===== config.mk =====
export PLATFORM = sky130hd
export DESIGN_NAME = nca_apb
export DESIGN_NICKNAME = d
export VERILOG_FILES = /design/src/rtl/nca_pkg.sv /design/src/rtl/nca_apb.sv
export SDC_FILE = /design/constraint.sdc
export NUM_CORES = 1
export LEC_CHECK = 0
export ABC_AREA = 1
export BUFFER_PORTS_ARGS = -buffer_cell sky130_fd_sc_hd__buf_4
export CAP_MARGIN = 5
export CORE_MARGIN = 3
export CORE_UTILIZATION = 30
export DETAILED_ROUTE_END_ITERATION = 10
export MAX_ROUTING_LAYER = met4
export PLACE_DENSITY = 0.85
export SLEW_MARGIN = 25
export SYNTH_ARGS = -nofsm -noshare
export SYNTH_HDL_FRONTEND = slang
export SYNTH_SLANG_ARGS = --single-unit

===== constraint.sdc =====
create_clock -name clk -period 2.19 [get_ports clk]
set_clock_uncertainty 0.1 [all_clocks]
set_input_delay 0.438 -clock clk [delete_from_list [all_inputs] [get_ports clk]]
set_output_delay 0.438 -clock clk [all_outputs]
set_load 0.05 [all_outputs]

===== src/rtl/nca_pkg.sv =====
// Shared types and constants for the nearest-centroid assignment block.
`default_nettype none

package nca_pkg;

  localparam int VALUE_W  = 16;  // coordinate value width, signed
  localparam int CIDX_W   = 4;   // centroid index field
  localparam int COORD_W  = 10;  // coordinate index field
  localparam int VIDX_W   = 20;  // dataset vector index
  localparam int DIST_W   = 42;  // accumulated squared distance
  localparam int SQ_W     = 2 * VALUE_W;
  localparam int ID_W     = 8;   // internal centroid id, covers up to 256 cells
  localparam int CNT_W    = 5;   // centroid_count register width
  localparam int APB_AW   = 3;
  localparam int APB_DW   = 32;

  // operation codes
  localparam logic OP_LOAD = 1'b0;
  localparam logic OP_VEC  = 1'b1;

  // register index (word address bit)
  localparam logic REG_CENTROID_COUNT = 1'b0;

  typedef struct packed {
    logic                      operation;
    logic [CIDX_W-1:0]         centroid_index;
    logic [COORD_W-1:0]        coordinate_index;
    logic signed [VALUE_W-1:0] value;
    logic [VIDX_W-1:0]         vector_index;
    logic                      already_assigned;
    logic                      last_coordinate;
  } in_word_t;

  typedef struct packed {
    logic [VIDX_W-1:0] result_vector_index;
    logic [CIDX_W-1:0] nearest_centroid;
    logic [DIST_W-1:0] squared_distance;
  } out_word_t;

  // running best record handed down the chain on a vector's last coordinate
  typedef struct packed {
    logic [VIDX_W-1:0] vidx;
    logic              emit;
    logic [ID_W-1:0]   idx;
    logic [DIST_W-1:0] dsum;
  } best_t;

endpackage

`default_nettype wire


===== src/rtl/nca_apb.sv =====
// APB-style configuration register file (centroid_count).
`default_nettype none

module nca_apb import nca_pkg::*; (
  input  wire logic              clk,
  input  wire logic              rst_n,
  input  wire logic              psel,
  input  wire logic              penable,
  input  wire logic              pwrite,
  input  wire logic [APB_AW-1:0] paddr,
  input  wire logic [APB_DW-1:0] pwdata,
  output logic      [APB_DW-1:0] prdata,
  output logic                   pready,
  output logic      [CNT_W-1:0]  count
);

  logic [CNT_W-1:0] count_r;
  logic             wr_en;

  assign pready = 1'b1;
  assign wr_en  = psel && penable && pwrite && (paddr[2] == REG_CENTROID_COUNT);

  always_ff @(posedge clk) begin
    if (!rst_n) begin
      count_r <= CNT_W'(1);
    end else if (wr_en) begin
      count_r <= pwdata[CNT_W-1:0];
    end
  end

  always_comb begin
    prdata = '0;
    if (paddr[2] == REG_CENTROID_COUNT) begin
      prdata = APB_DW'(count_r);
    end
  end

  assign count = count_r;

endmodule

`default_nettype wire


==> key figures, run 1 <==
Clocking
  – Total CTS buffers: 3
  – Post-cts gate resize count: 0
  – CTS tree: done
  – Htree depth: 1
  – Setup Buffers After CTS: 0
  – Clk slew on worst S/H paths: 0.04 ns
  – Clock latency on the worst-skew pair: 0.24 ns
  – # hold bufs at CTS: 0
  – Clk buf depth: 2
  – Clock Sinks: 5
  – CTS root buf: clkbuf_4

Synth
  – Post-synthesis sequential area ratio: 0.205
  – Ys Warns: 0
  – Synth top area share: 0.431
  – Synth Cell Area: 488 um^2
  – FFs w/ async S/R, synth: 0
  – Post-synth EDFFs: 0
  – Syn_area_per_cell: 6.51 um^2
  – Syn Inst Count: 75
  – Synthesis-stage register bit count: 5
  – Netlist cell types: 12
  – Synth Flop Type: dfxtp_1
  – Synth top cells by count: buf_4 (28), nor2_1 (13), inv_1 (11), nand2_1 (6)
  – Post-synth top area cell: buf_4
  – Synth top area cells: buf_4 (43%), dfxtp_1 (21%), nor2_1 (10%), inv_1 (8.5%), nand3_1 (5.1%)
  – Top-count cell post-synth: buf_4

Placement
  – Post-DP HPWL: 760 um
  – Pre-CTS WS: 0.770 ns
  – Buffers on Ports: 20
  – Placed cells: 108
  – Routability cong.: 0.697

Setup path
  – Startpoint Class: flip-flop
  – Setup CP Type: flip-flop to output pin
  – Crit. End Element: output pin
  – WP data arrival: 0.92 ns
  – Worst-path fanout max: 3
  – CP required: 1.65 ns

Route
  – Via count: 394
  – Drt pass-1 iters: 4
  – Starting DRT DRC Count: 3
  – # DRC: 0
  – Drt via density: 3.52
  – Final Routed Wirelength: 854 um
  – Routed len/inst: 7.63 um
  – Routed Antenna Nets: 0

STA
  – Post-layout min period: 1.46 ns
  – Final period util: 0.665
  – Fin. max-slew vios: 0
  – Fmax: 687 MHz
  – Final setup TNS: 0 ns
  – Final count of hold timing violations: 0
  – Setup WS post-layout: 0.734 ns
  – Count of final setup violators: 0
  – RSZ-0062 raised after global routing: false

Global routing
  – Initial antenna violation count: 0
  – Overflow after GRT: 0
  – First-pass GRT wire length: 1.10 mm
  – Pin count of the biggest net entering global routing: 8
  – GRT Resource Usage Total: 0.0797
  – Number of global-route vias before repair: 289

Finish
  – Max reg flops: 5
  – Share of layout cells above drive strength 1: 0.278
  – Final Instance Count excl. Fillers: 112
  – ANT cells: 0
  – Nets@finish: 138
  – Area Growth Syn to Fin: 16.9%

Flow run
  – Max cap viols: 0

Run status
  – Status: completed

Die
  – Core Box Area: 0.00142 mm^2
  – # IOs: 78
  – FP Rows: 13
  – Die area: 0.00215 mm^2
  – Starting Density: 0.345
  – Die height: 46.3 um
  – Die W: 46.3 um

Power and ir drop
  – Pwr Density: 654 mW/mm^2
  – IR drop worst, VDD: 0.000233 V
  – Tot Pwr: 373 uW
  – P_leak: 0.000347 uW

Worst hold path
  – Hold Path Class: input pin to flip-flop
-- layout by cell type, fill, tap and decap left out --
master and n:
buf_4 20, o21ai_0 1, nand2_2 1, clkbuf_4 3
dfxtp_1 5, nand2_1 6, clkbuf_1 1, nor2_1 13
inv_2 1, inv_1 11, nor2_4 1, conb_1 28
nor2_2 1, nand3_1 5
-- kinds of logic (layout without fill, tap and decap cells) --
kind of cell | Yosys count | count (layout) | synth area share
buffers and inverters | 40 | 36 | 0.523
AND/OR/NAND/NOR | 27 | 27 | 0.246
AO/OA/AOI/OAI | 1 | 1 | 0.0102
flip-flops | 5 | 5 | 0.205
other | 2 | 28 | 0.0154
-- cell type report --
type / instances / area, um^2
Fill cell: 164 / 845
Multi-Input combinational cell: 56 / 230
Inverter: 12 / 45.0
Timing Repair Buffer: 20 / 150
Sequential cell: 5 / 100
Clock buffer: 4 / 26.3
Tap cell: 15 / 18.8
-- report_power, final --
part	internal, uW	leakage [uW]	total [uW]	switching [uW]
logic	25.1	0.000291	169	144
clock network	68.9	0.0000150	107	38.6
registers	94.6	0.0000407	97.0	2.34
-- routing by layer --
metal	share of wire	track usage
met5	0	-
met4	0.033	0.0852
met3	0.20	0.0352
met2	0.45	0.118
met1	0.32	0.0716
-- stage by stage --
step                      instance area (um^2)   util  hold slack, ns
after CTS                                  571  0.403           0.291
after global placement                     544  0.385           0.389
after floorplan                            586      -           0.423
after global routing                       571  0.403           0.307
final                                      571  0.403           0.301
after detailed placement                   544  0.385           0.393
-- worst paths after layout --
path               end       from  cells past startpoint  slack, ns
min           count[0]  pwdata[0]                      3       0.30
min reg2reg   count[0]   count[0]                      2       0.40
max          prdata[3]   count[3]                      3       0.73
max reg2reg   count[2]   count[2]                      2       1.49
-- worst max-delay path: stages (launching register included) --
cell,delay [ns]
dfxtp_1,0.35
inv_1,0.05
nor2_1,0.08
buf_4,0.20
(Power assumes the default switching activity.)
==> run 2: changes to the inputs <==
- CORE_ASPECT_RATIO: unset -> 0.7
- CORE_UTILIZATION: 30 -> 25
- PLACE_DENSITY: 0.85 -> 0.75
- clock period: 2.19 -> 1.2 ns (I/O delays scaled with it)
==> run 2 against run 1 <==
Compared with the run above: the flow now finishes with violations (negative setup slack); largest power group unchanged; largest cell class unchanged; sequential power up 76%; setup slack worse by 0.75 ns; highest routed layer unchanged; cell area up 15%; clock power up 85%; critical path depth unchanged.
==> key figures, run 2 (synthesis results as in run 1) <==
Power and ir drop
  – Internal power: 344 uW (was 189 uW)
  – Comb pwr share: 0.469 (was 0.452)
  – IR drop worst, VDD: 0.000481 V (was 0.000233 V)
  – Switching Fraction: 0.505 (was 0.495)
  – Flop pwr share: 0.246 (was 0.260)
  – Psw: 352 uW (was 185 uW)
  – Clock network fraction of total power: 0.285 (was 0.288)
  – Pwr Density: 1060 mW/mm^2 (was 654 mW/mm^2)
  – P_leak: 0.000354 uW (was 0.000347 uW)

Setup path
  – Buf+Inv Stages, Crit Path: 2 (unchanged)
  – Startpoint Class: flip-flop (unchanged)
  – Setup CP Type: flip-flop to output pin (unchanged)
  – Worst-path fanout max: 3 (unchanged)
  – WP data arrival: 0.88 ns (was 0.92 ns)
  – CP required: 0.86 ns (was 1.65 ns)
  – Crit. End Element: output pin (unchanged)
  – Slowest CP cell: dfxtp_4 (was dfxtp_1)
  – Cells along the critical path: inv_4 > nor2_4 > buf_6 (was inv_1 > nor2_1 > buf_4)
  – Top Family by Delay on Critical Path: flip-flops (unchanged)
  – Critical path's largest stage delay: 0.36 ns (was 0.35 ns)

Placement
  – Placed Area: 608 um^2 (was 544 um^2)
  – Post-DP HPWL: 869 um (was 760 um)
  – Pre-CTS WS: 0.154 ns (was 0.770 ns)
  – Buffers on Ports: 20 (unchanged)
  – Routability cong.: 0.752 (was 0.697)

Worst hold path
  – Hold Path Class: input pin to flip-flop (unchanged)

STA
  – Final count of hold timing violations: 0 (unchanged)
  – Post-layout min period: 1.22 ns
  – Fmax: 822 MHz
  – Fin. max-slew vios: 0 (unchanged)
  – Final setup TNS: -0.0309 ns (was 0 ns)
  – Final period util: 1.01
  – RSZ-0062 raised after global routing: true (was false)
  – Count of final setup violators: 3 (was 0)
  – Setup WS post-layout: -0.0168 ns (was 0.734 ns)
  – Hold_ws: 0.103 ns (was 0.301 ns)

Route
  – Final Routed Wirelength: 1.03 mm (was 854 um)
  – Routed len/inst: 8.74 um (was 7.63 um)
  – Drt via density: 3.58 (was 3.52)
  – # DRC: 0 (unchanged)
  – Drt pass-1 iters: 4 (unchanged)
  – Routed Antenna Nets: 0 (unchanged)
  – Via count: 423 (was 394)
  – Starting DRT DRC Count: 12 (was 3)

Clocking
  – CTS root buf: clkbuf_4 (unchanged)
  – Setup Buffers After CTS: 0 (unchanged)
  – CTS tree: done (unchanged)
  – Htree depth: 1 (unchanged)
  – Total CTS buffers: 3 (unchanged)
  – Clk buf depth: 2 (unchanged)
  – Clk slew on worst S/H paths: 0.05 ns (was 0.04 ns)
  – Clock latency on the worst-skew pair: 0.24 ns (about the same)
  – Clock Sinks: 5 (unchanged)
  – # hold bufs at CTS: 0 (unchanged)

Die
  – Die height: 43.0 um (was 46.3 um)
  – FP Rows: 12 (was 13)
  – Die area: 0.00253 mm^2 (was 0.00215 mm^2)
  – # IOs: 78 (unchanged)
  – Die W: 58.8 um (was 46.3 um)
  – Core Box Area: 0.00171 mm^2 (was 0.00142 mm^2)
  – Starting Density: 0.285 (was 0.345)

Run status
  – Status: finished, violations left (was completed)
  – Failing checks: negative setup slack

Finish
  – Share of layout cells above drive strength 1: 0.433 (was 0.278)
  – Area Growth Syn to Fin: 34.4% (was 16.9%)
  – Commonest non-fill, non-tap cell in the layout: conb_1 (unchanged)
  – Design Area, Final: 656 um^2 (was 571 um^2)
  – Fill count: 177 (was 164)
  – Most frequent cells in the layout: conb_1 (28), buf_4 (15), nor2_1 (8) (was conb_1 (28), buf_4 (20), nor2_1 (13))
  – Fin util: 0.383 (was 0.403)
  – Nets@finish: 138 (unchanged)
  – Max reg flops: 5 (unchanged)
  – ANT cells: 0 (unchanged)

Flow run
  – Max cap viols: 0 (unchanged)

Global routing
  – Number of global-route vias before repair: 369 (was 289)
  – Pin count of the biggest net entering global routing: 8 (unchanged)
  – GRT Resource Usage Total: 0.0800 (was 0.0797)
  – Overflow after GRT: 0 (unchanged)
  – First-pass GRT wire length: 1.48 mm (was 1.10 mm)
  – Initial antenna violation count: 0 (unchanged)
run 2: cell counts in the layout (fill, tap and decap cells not counted):
Identical to the previous run, type by type.
run 2: what timing repair did:
item / 4_1_cts / 5_1_grt
gates resized for setup: 10 / 1
pin swaps: 5 / 1
endpoints found under the setup margin: 5 / 5
run 2: worst reg2reg max path, cell delays in order, from the launching register on:
cell     delay [ns]
dfxtp_4        0.34
nor2_1         0.11
nor2_1         0.05
run 2: final timing paths:
kind	startpoint	end	slack [ns]	cells past startpoint
max	count[1]	prdata[1]	-0.02	3
min	pwdata[0]	count[0]	0.10	3
max reg2reg	count[3]	count[3]	0.49	2
min reg2reg	count[2]	count[2]	0.41	2
run 2: area by class of cell:
| cell class | count | area, um^2 | share of cell area |
|---|---|---|---|
| sequential | 5 | 119 | 0.181 |
| timing repair buffer | 20 | 169 | 0.258 |
| inverter | 12 | 47.5 | 0.0725 |
| multi-input combinational | 56 | 268 | 0.408 |
| clock buffer | 4 | 26.3 | 0.0401 |
| tap | 21 | 26.3 | 0.0401 |
run 2: metal layers:
layer | share of wire | track usage
met1 | 0.33 | 0.0735
met2 | 0.50 | 0.141
met3 | 0.15 | 0.0334
met4 | 0.020 | 0.0407
met5 | 0 | -
run 2: metrics by stage:
step | std cells | power [uW]
after floorplan | 101 | 507
final | 118 | 696
after CTS | 118 | 701
after global placement | 114 | 489
after detailed placement | 114 | 493
after global routing | 118 | 724
run 2: power by group through the flow:
stage                     clock network (uW)  logic (uW)  registers [uW]
after floorplan                            0         314             193
after global placement                     0         316             173
after detailed placement                   0         320             173
after CTS                                206         324             171
after global routing                     211         340             173
final                                    198         326             171
==> run 3: changes to the inputs <==
- SETUP_SLACK_MARGIN: unset -> 0.4
==> run 3 against run 2 <==
Compared with the run above: the run still ends with negative setup slack left; combinational power rose by 6.1%; core utilization rose by 4.4 points; first-iteration DRC count fell by 42%; via count rose by 7.6%; highest routed layer unchanged.
==> key figures, run 3 (synthesis results as in run 1) <==
STA
  – Fmax: 823 MHz (was 822 MHz)
  – Post-layout min period: 1.22 ns (about the same)
  – RSZ-0062 raised after global routing: true (unchanged)
  – Setup WS post-layout: -0.0156 ns (was -0.0168 ns)
  – Fin. max-slew vios: 0 (unchanged)
  – Count of final setup violators: 4 (was 3)
  – Final setup TNS: -0.0383 ns (was -0.0309 ns)
  – Final count of hold timing violations: 0 (unchanged)
  – Final period util: 1.01 (about the same)

Power and ir drop
  – P_leak: 0.000384 uW (was 0.000354 uW)
  – Pwr Density: 977 mW/mm^2 (was 1060 mW/mm^2)
  – IR drop worst, VDD: 0.000501 V (was 0.000481 V)

Setup path
  – Critical path's largest stage delay: 0.36 ns (about the same)
  – FF-to-FF setup slack: 0.47 ns (was 0.49 ns)
  – Reg-to-reg endpoint: count[0] (was count[3])
  – Crit. End Element: output pin (unchanged)
  – Worst r2r path cells: 2 (unchanged)
  – Buf+Inv Stages, Crit Path: 2 (unchanged)
  – Slowest CP cell: dfxtp_4 (unchanged)
  – Setup CP Type: flip-flop to output pin (unchanged)
  – CP required: 0.86 ns (about the same)
  – Startpoint Class: flip-flop (unchanged)
  – Cells along the critical path: inv_2 > nor2_4 > buf_8 (was inv_4 > nor2_4 > buf_6)
  – Worst-path fanout max: 3 (unchanged)
  – Critical R2R Launch: count[0] (was count[3])
  – WP data arrival: 0.88 ns (about the same)
  – Top Family by Delay on Critical Path: flip-flops (unchanged)

Clocking
  – Clk buf depth: 2 (unchanged)
  – # hold bufs at CTS: 0 (unchanged)
  – Total CTS buffers: 3 (unchanged)
  – Clk slew on worst S/H paths: 0.04 ns (was 0.05 ns)
  – Clock latency on the worst-skew pair: 0.24 ns (about the same)
  – Htree depth: 1 (unchanged)
  – CTS root buf: clkbuf_4 (unchanged)
  – CTS tree: done (unchanged)
  – Clock Sinks: 5 (unchanged)

Placement
  – Pre-CTS WS: 0.155 ns (was 0.154 ns)
  – Buffers on Ports: 20 (unchanged)
  – Routability cong.: 0.734 (was 0.752)
  – Post-DP HPWL: 867 um (was 869 um)

Finish
  – ANT cells: 0 (unchanged)
  – Commonest non-fill, non-tap cell in the layout: conb_1 (unchanged)
  – Max reg flops: 5 (unchanged)
  – Area Growth Syn to Fin: 49.7% (was 34.4%)
  – Share of layout cells above drive strength 1: 0.460 (was 0.433)
  – Nets@finish: 141 (was 138)
  – Fin util: 0.427 (was 0.383)
  – Most frequent cells in the layout: conb_1 (28), buf_4 (11), nor2_1 (8) (was conb_1 (28), buf_4 (15), nor2_1 (8))

Global routing
  – GRT Resource Usage Total: 0.0735 (was 0.0800)
  – Pin count of the biggest net entering global routing: 8 (unchanged)
  – Overflow after GRT: 0 (unchanged)
  – First-pass GRT wire length: 1.28 mm (was 1.48 mm)
  – Initial antenna violation count: 0 (unchanged)
  – Number of global-route vias before repair: 339 (was 369)

Route
  – Via count: 455 (was 423)
  – Drt pass-1 iters: 4 (unchanged)
  – Routed Antenna Nets: 0 (unchanged)
  – Routed len/inst: 8.88 um (was 8.74 um)
  – # DRC: 0 (unchanged)
  – Starting DRT DRC Count: 7 (was 12)
  – Drt via density: 3.76 (was 3.58)
  – Final Routed Wirelength: 1.07 mm (was 1.03 mm)

Run status
  – Failing checks: negative setup slack (unchanged)
  – Status: finished, violations left (unchanged)

Die
  – Core Box Area: 0.00171 mm^2 (unchanged)
  – # IOs: 78 (unchanged)
  – FP Rows: 12 (unchanged)
  – Die height: 43.0 um (unchanged)
  – Die area: 0.00253 mm^2 (unchanged)
  – Die W: 58.8 um (unchanged)
  – Starting Density: 0.285 (unchanged)

Flow run
  – Max cap viols: 0 (unchanged)

Worst hold path
  – Hold Path Class: input pin to flip-flop (unchanged)
  – Hold EP: count[0] (unchanged)
  – Hold Path Depth: 3 (unchanged)
  – Hold Startpoint: pwdata[0] (unchanged)
-- run 3: per-layer routing --
metal  wire, um  share of wire  track usage
met5          0              0            -
met2        586           0.55        0.148
met1        281           0.26       0.0464
met4         31          0.029       0.0543
met3        174           0.16       0.0304
-- run 3: where the power goes --
group | switching, uW | internal [uW] | leakage [uW]
sequential | 6.85 | 166 | 0.0000437
combinational | 277 | 68.1 | 0.000325
clock | 69.7 | 126 | 0.0000150
total | 354 | 360 | 0.000384
-- run 3: cell type report --
class                           count  area [um^2]
Fill cell                         168          981
Multi-Input combinational cell     56          268
Timing Repair Buffer               23          244
Sequential cell                     5          119
Inverter                           12         47.5
Clock buffer                        4         26.3
Tap cell                           21         26.3
-- run 3: how the worst max path moves through the flow --
stage                        start   endpoint  slack (ns)  cells after the start
after floorplan           count[1]  prdata[1]        0.09                      2
after global placement    paddr[2]  prdata[1]        0.18                      3
after detailed placement  paddr[2]  prdata[3]        0.16                      3
after CTS                 count[0]  prdata[0]       -0.02                      3
after global routing      count[4]  prdata[4]       -0.04                      3
final                     count[0]  prdata[0]       -0.02                      3
-- run 3: repair_timing --
item,4_1_cts,5_1_grt
pin swaps,5,0
resized for setup,17,3
endpoints found under the setup margin,10,11
buffers inserted,1,2
-- run 3: through the flow --
step / total power, uW / instances / hold slack [ns] / cell area, um^2
5_1_grt: 739 / 121 / 0.124 / 731
6_report: 714 / 121 / 0.118 / 731
2_1_floorplan: 509 / 101 / 0.224 / 642
4_1_cts: 714 / 119 / 0.110 / 706
3_5_place_dp: 494 / 114 / 0.364 / 608
3_3_place_gp: 491 / 114 / 0.356 / 608
-- run 3: worst min-delay path: stages --
cell and delay [ns]:
buf_4 0.08, nand2_1 0.04, nand3_1 0.07
